$ cat src/hdl/assert_macros.svh
// assertion macros used by the reply parser core (qrnp_core)
// no dependencies; SYNTH turns every check into nothing
`ifndef ASSERT_MACROS_SVH
`define ASSERT_MACROS_SVH

`ifndef SYNTH
// check on every rising edge, off while reset is high
`define QRNP_ASSERT(lbl, clk, rst, prop, msg) \
  lbl: assert property (@(posedge clk) disable iff (rst) prop) else $error(msg);
// check on every rising edge, reset included
`define QRNP_ASSERT_ALWAYS(lbl, clk, prop, msg) \
  lbl: assert property (@(posedge clk) prop) else $error(msg);
`else
`define QRNP_ASSERT(lbl, clk, rst, prop, msg)
`define QRNP_ASSERT_ALWAYS(lbl, clk, prop, msg)
`endif

`endif

$ cat src/hdl/qrnp_pkg.sv
// types and constants for the reply netstring parser
// no dependencies; used by every module of the block
`default_nettype none

package qrnp_pkg;

  // largest length that may still take another digit
  localparam logic [30:0] LEN_LIMIT = 31'd200000000;

  // characters of the reply stream
  localparam logic [7:0] CH_COLON = 8'h3A;
  localparam logic [7:0] CH_COMMA = 8'h2C;
  localparam logic [7:0] CH_ZERO  = 8'h30;
  localparam logic [7:0] CH_NINE  = 8'h39;
  localparam logic [7:0] CH_K     = 8'h4B;
  localparam logic [7:0] CH_D     = 8'h44;
  localparam logic [7:0] CH_Z     = 8'h5A;

  // reply status codes
  localparam logic [1:0] ST_K = 2'd0;
  localparam logic [1:0] ST_D = 2'd1;
  localparam logic [1:0] ST_Z = 2'd2;

  // error codes
  localparam logic [2:0] ERR_NONE      = 3'd0;
  localparam logic [2:0] ERR_DIGIT     = 3'd1;
  localparam logic [2:0] ERR_TOO_LARGE = 3'd2;
  localparam logic [2:0] ERR_ZERO_LEN  = 3'd3;
  localparam logic [2:0] ERR_LETTER    = 3'd4;
  localparam logic [2:0] ERR_NO_COMMA  = 3'd5;

  // parser phase
  typedef enum logic [2:0] {
    PH_LEN,
    PH_LETTER,
    PH_TEXT,
    PH_COMMA,
    PH_DONE,
    PH_HALT
  } phase_t;

  // one result handed from the parser to the output register
  typedef struct packed {
    logic       valid;
    logic [1:0] status;
    logic [2:0] err;
    logic       fin;
    logic       any;
  } result_t;

endpackage

`default_nettype wire

$ cat src/hdl/qrnp_core.sv
// input register, config register and the parsing state machine
// depends on qrnp_pkg and assert_macros.svh
`default_nettype none
`include "assert_macros.svh"

module qrnp_core
  import qrnp_pkg::*;
(
  input  wire logic        clk,
  input  wire logic        rst,
  input  wire logic        in_valid,
  output logic             in_ready,
  input  wire logic [7:0]  rx_byte,
  input  wire logic        cfg_valid,
  input  wire logic [15:0] cfg_data,
  input  wire logic        out_free,
  output result_t          res
);

  logic        hold_valid;
  logic [7:0]  hold_byte;
  logic        advance;

  logic [15:0] recipient_count;

  phase_t      phase, phase_next;
  logic [30:0] remaining_length, remaining_length_next;
  logic [1:0]  status_letter, status_letter_next;
  logic [15:0] replies_done, replies_done_next;
  logic        accepted_seen, accepted_seen_next;

  logic        is_digit;
  logic [30:0] len_times_ten;
  logic [30:0] len_dec;
  logic [16:0] done_count;
  logic        done_fin;

  // byte moves on when the result register can take whatever it causes
  assign advance  = hold_valid && out_free;
  assign in_ready = !hold_valid || advance;

  // input register
  always_ff @(posedge clk) begin
    if (rst) begin
      hold_valid <= 1'b0;
    end else if (in_valid && in_ready) begin
      hold_valid <= 1'b1;
    end else if (advance) begin
      hold_valid <= 1'b0;
    end
  end

  always_ff @(posedge clk) begin
    if (in_valid && in_ready) begin
      hold_byte <= rx_byte;
    end
  end

  // expected reply count
  always_ff @(posedge clk) begin
    if (rst) begin
      recipient_count <= 16'd1;
    end else if (cfg_valid) begin
      recipient_count <= cfg_data;
    end
  end

  // datapath pieces
  assign is_digit      = (hold_byte >= CH_ZERO) && (hold_byte <= CH_NINE);
  assign len_times_ten = {remaining_length[27:0], 3'b000}
                       + {remaining_length[29:0], 1'b0}
                       + {27'd0, hold_byte[3:0]};
  assign len_dec       = remaining_length - 31'd1;
  assign done_count    = {1'b0, replies_done} + 17'd1;
  assign done_fin      = done_count >= {1'b0, recipient_count};

  // state registers
  always_ff @(posedge clk) begin
    if (rst) begin
      phase            <= PH_LEN;
      remaining_length <= '0;
      status_letter    <= ST_K;
      replies_done     <= '0;
      accepted_seen    <= 1'b0;
    end else begin
      phase            <= phase_next;
      remaining_length <= remaining_length_next;
      status_letter    <= status_letter_next;
      replies_done     <= replies_done_next;
      accepted_seen    <= accepted_seen_next;
    end
  end

  // next state and result
  always_comb begin
    phase_next            = phase;
    remaining_length_next = remaining_length;
    status_letter_next    = status_letter;
    replies_done_next     = replies_done;
    accepted_seen_next    = accepted_seen;
    res                   = '0;
    res.any               = accepted_seen;

    if (advance) begin
      case (phase)
        PH_LEN: begin
          if (hold_byte == CH_COLON) begin
            if (remaining_length == '0) begin
              phase_next = PH_HALT;
              res.valid  = 1'b1;
              res.err    = ERR_ZERO_LEN;
            end else begin
              phase_next = PH_LETTER;
            end
          end else if (remaining_length > LEN_LIMIT) begin
            phase_next = PH_HALT;
            res.valid  = 1'b1;
            res.err    = ERR_TOO_LARGE;
          end else if (!is_digit) begin
            phase_next = PH_HALT;
            res.valid  = 1'b1;
            res.err    = ERR_DIGIT;
          end else begin
            remaining_length_next = len_times_ten;
          end
        end
        PH_LETTER: begin
          remaining_length_next = len_dec;
          phase_next = (len_dec != '0) ? PH_TEXT : PH_COMMA;
          if (hold_byte == CH_K) begin
            status_letter_next = ST_K;
          end else if (hold_byte == CH_D) begin
            status_letter_next = ST_D;
          end else if (hold_byte == CH_Z) begin
            status_letter_next = ST_Z;
          end else begin
            phase_next = PH_HALT;
            res.valid  = 1'b1;
            res.err    = ERR_LETTER;
          end
        end
        PH_TEXT: begin
          remaining_length_next = len_dec;
          if (len_dec == '0) begin
            phase_next = PH_COMMA;
          end
        end
        PH_COMMA: begin
          if (hold_byte != CH_COMMA) begin
            phase_next = PH_HALT;
            res.valid  = 1'b1;
            res.err    = ERR_NO_COMMA;
          end else begin
            accepted_seen_next    = accepted_seen || (status_letter == ST_K);
            replies_done_next     = done_count[15:0];
            remaining_length_next = '0;
            phase_next            = done_fin ? PH_DONE : PH_LEN;
            res.valid             = 1'b1;
            res.status            = status_letter;
            res.fin               = done_fin;
            res.any               = accepted_seen || (status_letter == ST_K);
          end
        end
        default: begin
          // finished or halted: bytes are dropped
        end
      endcase
    end
  end

  // checks
  `QRNP_ASSERT(a_halt_sticks, clk, rst, phase == PH_HALT |=> phase == PH_HALT, "left halt without reset")
  `QRNP_ASSERT(a_done_sticks, clk, rst, phase == PH_DONE |=> phase == PH_DONE, "left done without reset")
  `QRNP_ASSERT(a_len_bound, clk, rst, remaining_length <= 31'd2000000009, "length beyond bound")
  `QRNP_ASSERT(a_err_clean, clk, rst, (res.valid && res.err != ERR_NONE) |-> (res.status == ST_K && !res.fin), "error result carries status")
  `QRNP_ASSERT(a_fin_done, clk, rst, (res.valid && res.fin) |=> phase == PH_DONE, "final reply did not end parsing")

endmodule

`default_nettype wire

$ cat src/hdl/qrnp_out.sv
// result register between the parser and the output channel
// depends on qrnp_pkg
`default_nettype none

module qrnp_out
  import qrnp_pkg::*;
(
  input  wire logic       clk,
  input  wire logic       rst,
  input  wire result_t    res,
  output logic            out_free,
  output logic            out_valid,
  input  wire logic       out_ready,
  output logic [1:0]      reply_status,
  output logic [2:0]      error_code,
  output logic            final_reply,
  output logic            any_accepted
);

  // room for a new result this cycle
  assign out_free = !out_valid || out_ready;

  // valid flag
  always_ff @(posedge clk) begin
    if (rst) begin
      out_valid <= 1'b0;
    end else if (res.valid) begin
      out_valid <= 1'b1;
    end else if (out_ready) begin
      out_valid <= 1'b0;
    end
  end

  // payload
  always_ff @(posedge clk) begin
    if (res.valid) begin
      reply_status <= res.status;
      error_code   <= res.err;
      final_reply  <= res.fin;
      any_accepted <= res.any;
    end
  end

endmodule

`default_nettype wire

$ cat src/hdl/qmtp_reply_netstring_parser.sv
// top level of the reply netstring parser
// depends on qrnp_pkg, qrnp_core and qrnp_out
//
//   channel  signals                   payload
//   in       in_valid / in_ready       rx_byte
//   out      out_valid / out_ready     reply_status, error_code, final_reply, any_accepted
//   cfg      cfg_valid / cfg_ready     cfg_data (recipient_count)
//
// one byte per cycle while the output is not stalled: a byte waits in the input register,
// the parser state machine updates as it leaves, and a result lands in the output register.
// a byte passes the input register and its result the output register before it is valid at the output.
// reset clears the parser to the length phase with recipient_count at 1.
// a stalled output holds the input register; cfg_ready is always high.
`default_nettype none

module qmtp_reply_netstring_parser
  import qrnp_pkg::*;
(
  input  wire logic        clk,
  input  wire logic        rst,
  input  wire logic        in_valid,
  output logic             in_ready,
  input  wire logic [7:0]  rx_byte,
  output logic             out_valid,
  input  wire logic        out_ready,
  output logic [1:0]       reply_status,
  output logic [2:0]       error_code,
  output logic             final_reply,
  output logic             any_accepted,
  input  wire logic        cfg_valid,
  output logic             cfg_ready,
  input  wire logic [15:0] cfg_data
);

  result_t res;
  logic    out_free;

  assign cfg_ready = 1'b1;

  // parser
  qrnp_core u_core (
    .clk       (clk),
    .rst       (rst),
    .in_valid  (in_valid),
    .in_ready  (in_ready),
    .rx_byte   (rx_byte),
    .cfg_valid (cfg_valid),
    .cfg_data  (cfg_data),
    .out_free  (out_free),
    .res       (res)
  );

  // result register
  qrnp_out u_out (
    .clk          (clk),
    .rst          (rst),
    .res          (res),
    .out_free     (out_free),
    .out_valid    (out_valid),
    .out_ready    (out_ready),
    .reply_status (reply_status),
    .error_code   (error_code),
    .final_reply  (final_reply),
    .any_accepted (any_accepted)
  );

endmodule

`default_nettype wire

$ cat config.mk
export PLATFORM = sky130hd
export DESIGN_NAME = qmtp_reply_netstring_parser
export DESIGN_NICKNAME = d
export VERILOG_FILES = /design/src/hdl/qrnp_pkg.sv /design/src/hdl/qrnp_core.sv /design/src/hdl/qrnp_out.sv /design/src/hdl/qmtp_reply_netstring_parser.sv
export VERILOG_INCLUDE_DIRS = /design/src /design/src/hdl
export SDC_FILE = /design/constraint.sdc
export NUM_CORES = 1
export LEC_CHECK = 0
export ABC_AREA = 1
export BUFFER_PORTS_ARGS = -buffer_cell sky130_fd_sc_hd__buf_4
export CAP_MARGIN = 25
export CORE_MARGIN = 8
export CORE_UTILIZATION = 35
export CTS_CLUSTER_SIZE = 10
export DETAILED_ROUTE_END_ITERATION = 6
export PLACE_DENSITY = 0.59
export SETUP_SLACK_MARGIN = 0.1
export SYNTH_ARGS = -nofsm -noshare
export SYNTH_HDL_FRONTEND = slang
export SYNTH_SLANG_ARGS = --single-unit
$ cat constraint.sdc
create_clock -name clk -period 4.1 [get_ports clk]
set_input_delay 0.205 -clock clk [delete_from_list [all_inputs] [get_ports clk]]
set_output_delay 0.205 -clock clk [all_outputs]
set_load 0.03 [all_outputs]
# Word level (Yosys, flattened, before mapping)
# Cells that the tools add are included.
[classes] reduce_logical=24 div_mod_pow=0 mul=0 addsub=4 n_shift=0 n_eq_ne=14 magnitude_cmp=4 bitwise_logic=3 mux=46
[op_table] operator="$mux 31" count=4
[op_table] operator="$pmux 31 s3" count=1
[op_table] operator="$logic_not 31->1" count=2
[op_table] operator="$mux 3" count=16
[op_table] operator="$add 31x31->31" count=1
[op_table] operator="$add 31x4->31" count=1
[op_table] operator="$gt 31x28->1 const B" count=1
[op_table] operator="$reduce_bool 31->1" count=1
[op_table] operator="$sub 31x1->31 const B" count=1
[op_table] operator="$eq 8x7->1 const B" count=3
[op_table] operator="$add 16x1->17 const B" count=1
[op_table] operator="$ge 17x16->1" count=1
[op_table] operator="$mux 2" count=8
[op_table] operator="$mux 1" count=13
[op_table] operator="$pmux 3 s4" count=1
[op_table] operator="$pmux 3 s3" count=1
[op_table] operator="$eq 8x6->1 const B" count=1
[op_table] operator="$ge 8x6->1 const B" count=1
[op_table] operator="$le 8x6->1 const B" count=1
[op_table] operator="$mux 8" count=1
[op_table] operator="$ne 8x6->1 const B" count=1
[op_table] operator="$eq 3x2->1 const B" count=2
[op_table] operator="$ne 2x2->1 const B" count=3
[op_table] operator="$reduce_and 3->1" count=2
[op_table] operator="17 further kinds" count=27
[word_totals] ff_bits=86 romBits=0 latchBits=0 inputBits=29 output_inout_bits=10 ram_bits=0 memories=0

# Longest topological paths before layout
[logic_depth] ltp_word=8 depth_mapped=22 ltp_nobuf=22

# By module
# Synthesis repeated with hierarchy kept, for this count alone.
[unflattened] hier_cells=1134 hier_area_um2=7475.9
[by_module_without_submodules] mod="qrnp_core" instances=1 area_per_inst_um2=7211.9 cells_each=1120
[by_module_without_submodules] mod="qrnp_out" instances=1 area_per_inst_um2=252.7 cells_each=12
[by_module_without_submodules] mod="qmtp_reply_netstring_parser" instances=1 area_per_inst_um2=11.3 cells_each=2

# Worst setup path before layout
# Ideal clock, no wire load.
[synth_path] path_kind="register -> register" from="register u_core.remaining_length[2]" to="register u_core.remaining_length[19]" slack_ns=1.404 period_less_slack_ns=2.696 path_stages_with_launch=13 path_buffers=0 t_arrival_ns=2.581 t_required_ns=3.985 cell_sequence="dfxtp_1 > fa_1 > ha_1 > a21oi_1 > o21ai_0 > a21boi_0 > o21ai_0 > nand2_1 > o21ai_0 > nand2_1 > inv_1 > nor2_1 > o21a_1"
[synth_between] elab_chain_len=6 word_cells_on_any_way=10 cone_classes="add/sub: 3; order compare: 1; eq/ne: 1; mux: 4; reduce/logical: 1"
[synth_lines] item="start: declaration" line_no="qrnp_core.sv:27" text="logic [30:0] remaining_length, remaining_length_next;"
[synth_lines] item="start signal: assignment" line_no="qrnp_core.sv:87" text="remaining_length <= remaining_length_next;"
[synth_lines] item="$add 31x31->31" line_no="qrnp_core.sv:71" text="+ {remaining_length[29:0], 1'b0}"
[synth_lines] item="$add 31x4->31" line_no="qrnp_core.sv:72" text="+ {27'd0, hold_byte[3:0]};"
[synth_lines] item="$mux 31" line_no="qrnp_core.sv:119" text="end else if (!is_digit) begin"
[synth_lines] item="$mux 31" line_no="qrnp_core.sv:115" text="end else if (remaining_length > LEN_LIMIT) begin"
[synth_lines] item="$mux 31" line_no="qrnp_core.sv:107" text="if (hold_byte == CH_COLON) begin"
[synth_lines] item="$pmux 31 s3" line_no="qrnp_core.sv:105" text="case (phase)"
# Parallel ways exist; a longest one is shown, timed or not. The select of a mux whose other input is x is not followed.
# A chain may end at the register's enable or synchronous reset.

# Worst setup path after layout
[layout_path] from="register u_core.replies_done[0]" to="register u_core.phase[2]"
[layout_between] elab_chain_len=5
[layout_lines] item="start: declaration" line_no="qrnp_core.sv:29" text="logic [15:0] replies_done, replies_done_next;"
[layout_lines] item="start signal: assignment" line_no="qrnp_core.sv:89" text="replies_done <= replies_done_next;"
[layout_lines] item="$add 16x1->17" line_no="qrnp_core.sv:74" text="assign done_count = {1'b0, replies_done} + 17'd1;"
[layout_lines] item="via u_core.done_count[12]" line_no="qrnp_core.sv:35" text="logic [16:0] done_count;"
[layout_lines] item="$ge 17x16->1" line_no="qrnp_core.sv:75" text="assign done_fin = done_count >= {1'b0, recipient_count};"
[layout_lines] item="$mux 3" line_no="qrnp_core.sv:157" text="phase_next = done_fin ? PH_DONE : PH_LEN;"
[layout_lines] item="$mux 3" line_no="qrnp_core.sv:149" text="if (hold_byte != CH_COMMA) begin"
[layout_lines] item="$pmux 3 s4" line_no="qrnp_core.sv:105"
[layout_lines] item="end signal: assignment" line_no="qrnp_core.sv:86" text="phase <= phase_next;"
[layout_lines] item="end: declaration" line_no="qrnp_core.sv:26" text="phase_t phase, phase_next;"
# The timed path passes the listed nets, and every way through them passes these cells.

==> flow_summary.yaml <==
clock_tree:
  numCtsBuffers: 9
  post_cts_resized: 0
  cts_tree: "done"
  cts-root-buf: "clkbuf_16"
  clk_pin_slew_worst_paths_ns: 0.07
  clk_path_buf_depth: 2
  cts_hold_buffers: 0
  htreeDepth: 3
  cts_sinks: 86
  clock_latency_ns: 0.35
  post-cts-setup-buffer-count: 0
sta:
  timing.final.crit_period_ns: 3.33
  max_slew.worst_pin.slew_ns: 0.788
  timing.setup.tns_ns: 0
  rsz0062_at_grt: "false"
  setup_violations: 0
  period_share_pct: 81.2
  fmax_ghz: 0.300
  timing.slew.headroom_pct: 47.4
  finClkSkew_ns: 0.00871
  finalHoldViolations: 0
  finalMaxSlewViolations: 0
floorplan:
  fp-row-count: 53
  pin_count: 39
  die_height_um: 163
  start_util_pct: 35.8
  coreArea_um2: 21100
  die_w_um: 163
  die_area_um2: 26600
worst_setup_path:
  rrSetupSlack_ns: 0.77
  path_max_fanout: 4
  startpoint: "u_core.replies_done[0]"
  r2r-end: "u_core.phase[2]"
  cp_common_cell: "nand2_1"
  criticalPathCategory: "reg -> reg"
  worstPathArrival_ns: 3.61
  slowest_stage: "dfxtp_1"
  cp_cell_sequence: "ha_1, nand3_1, nor2_1, nand2_1, nor2_1, nand3_1, xor2_1, inv_1, ha_1, nand2_1, nor3_1, and2_1, nand2_1, nand2_1, nand2_1, nand2_1, nand2_1, nand2_1, nand2_1, a21oi_1, nand2_1, a21oi_1"
  start_kind: "flop"
  cp_slowest_stage_delay_ns: 0.38
  critPathRequiredTime_ns: 4.38
  r2r_cells: 22
  worstReg2RegStart: "u_core.replies_done[0]"
  worstSetupEndpointType: "flop"
  crit_end: "u_core.phase[2]"
logic_synthesis:
  synth.net_count: 1280
  yosys_warnings: 0
  syn-cell-area_um2: 7560
  synthFlopType: "dfxtp_1"
  synth_enable_flop_cells: 15
  synth-async-reset-ratio_pct: 0
  synth.avg_cell_area_um2: 6.44
  synth.distinct_cells: 53
  yosysSeqAreaShare_pct: 24.8
  syn_inst: 1174
  ys_ff_latch: 86
pwr:
  power.density_nw_per_um2: 369
  p_leak_nw: 4.14
  vdd_drop_max_v: 0.000193
  finalPower_mw: 3.11
job:
  drv_cap: 0
placement:
  port_buffers: 37
  gp_congestion: 0.950
  dpl.hpwl_um: 18500
detailed_routing:
  vias: 7772
  drtIter0Drc: 565
  vias_per_cell: 5.23
  drc: 0
  post_drt_wl_per_cell_um: 15.7
  drtAntennaViolNets: 0
  drtPass1Iterations: 5
  drt-total-wl_um: 23300
finish:
  layout.nets: 1311
  syn2layout_area_growth_pct: 11.3
  antenna_cells: 0
  drive_gt1_share_pct: 8.18
global_routing:
  antenna_found_initial: 1
  grt_pass1_vias: 7424
  grt_use_total_pct: 17.8
  grt_max_degree: 56
  grt-ovfl-total: 0
  grt_pass1_wl_um: 38100
worst_hold_path:
  min_path_type: "in -> reg"
outcome:
  status: "finished clean"
-- critical path: cells and delay by family (launching register included) --
family | cells | cell delay [ns]
compound gates | 2 | 0.29
xor+xnor | 1 | 0.23
fa+ha+maj | 2 | 0.49
buf+inv | 1 | 0.07
flops | 1 | 0.38
simple gates | 16 | 1.79
-- worst min path at each step --
stage                          start             endpoint  slack (ns)  cells after the start
after floorplan           rx_byte[0]  u_core.hold_byte[0]        0.30                      0
after global placement    rx_byte[5]  u_core.hold_byte[5]        0.39                      1
after detailed placement  rx_byte[7]  u_core.hold_byte[7]        0.38                      1
after CTS                 rx_byte[7]  u_core.hold_byte[7]        0.02                      1
after global routing      rx_byte[0]  u_core.hold_byte[0]        0.01                      1
final                     rx_byte[7]  u_core.hold_byte[7]        0.03                      1
-- where the power goes --
part	total [mW]	internal [mW]	leakage (nW)	switching, mW
logic	1.26	0.392	3.27	0.872
clock network	0.860	0.480	0.149	0.379
registers	0.981	0.909	0.723	0.0730
total	3.11	1.78	4.14	1.32
-- layout make-up --
cell class                      instances  area [µm²]
Timing Repair Buffer                   42         328
Multi-Input combinational cell        924        5030
Clock inverter                          7        77.6
Clock buffer                            9         225
Fill cell                            2285       12700
Tap cell                              275         344
Sequential cell                        86        1870
Inverter                              142         533
-- state kept, by name (all words and copies together), names as in the netlist --
name and flops:
u_core.hold_valid 1, u_core.status_letter 2, u_out.out_valid 1, u_out.error_code 3, u_core.replies_done 16, u_core.hold_byte 8, u_out.reply_status 2, u_out.final_reply 1
u_core.recipient_count 16, u_core.accepted_seen 1, u_core.phase 3, u_core.remaining_length 31, u_out.any_accepted 1
-- per-layer routing --
layer / routed length (µm) / up-vias / share of wire, % / global-route usage [%]
li1: - / 3970 / - / -
met1: 10600 / 3565 / 46 / 22.2
met2: 11100 / 193 / 47 / 30.8
met3: 1010 / 42 / 4.3 / 2.48
met4: 619 / 2 / 2.7 / 6.26
met5: 13 / - / 0.056 / 0
-- cell families (layout without fill, tap and decap cells) --
family | count (synthesis) | count (layout) | synth area share, %
compound gates | 257 | 257 | 18.2
xor+xnor | 23 | 23 | 2.66
fa+ha+maj | 77 | 77 | 12.9
buf+inv | 164 | 200 | 8.67
flops | 86 | 86 | 24.8
other cells | 1 | 1 | 0.0496
simple gates | 566 | 566 | 32.7
-- placed cells by master, fill, tap and decap left out, types with 4 or more instances in the layout --
cell	instances
a21oi_1	130
a21oi_2	7
buf_4	41
clkbuf_16	9
dfxtp_1	71
edfxtp_1	15
ha_1	75
inv_1	136
inv_2	4
inv_6	4
nand2_1	269
nand3_1	49
nand4_1	25
nor2_1	165
nor2_2	10
nor2_4	5
nor3_1	16
nor3_2	4
nor4_1	6
o21ai_0	91
o21ai_1	6
xnor2_1	4
xor2_1	19
-- synth_stat cells (15+ instances only) --
library cell,instances,area (µm²)
nor2_1,165,619
nand3_1,49,245
a21oi_1,130,651
inv_1,136,510
xor2_1,19,166
nor3_1,16,80.1
nand2_1,269,1010
edfxtp_1,15,450
nand4_1,25,156
dfxtp_1,71,1420
o21ai_0,91,455
ha_1,75,938
-- through the flow --
step	cells	utilization (%)	setup slack, ns	hold slack (ns)	cell area [µm²]
after CTS	1485	39.9	0.747	0.0153	8410
after global placement	1468	38.4	0.863	0.385	8090
after global routing	1485	39.9	0.337	0.0121	8410
after detailed placement	1469	38.5	0.812	0.385	8110
final	1485	39.9	0.772	0.0251	8410
after floorplan	1174	-	1.40	0.304	7560
(Power assumes the default switching activity.)
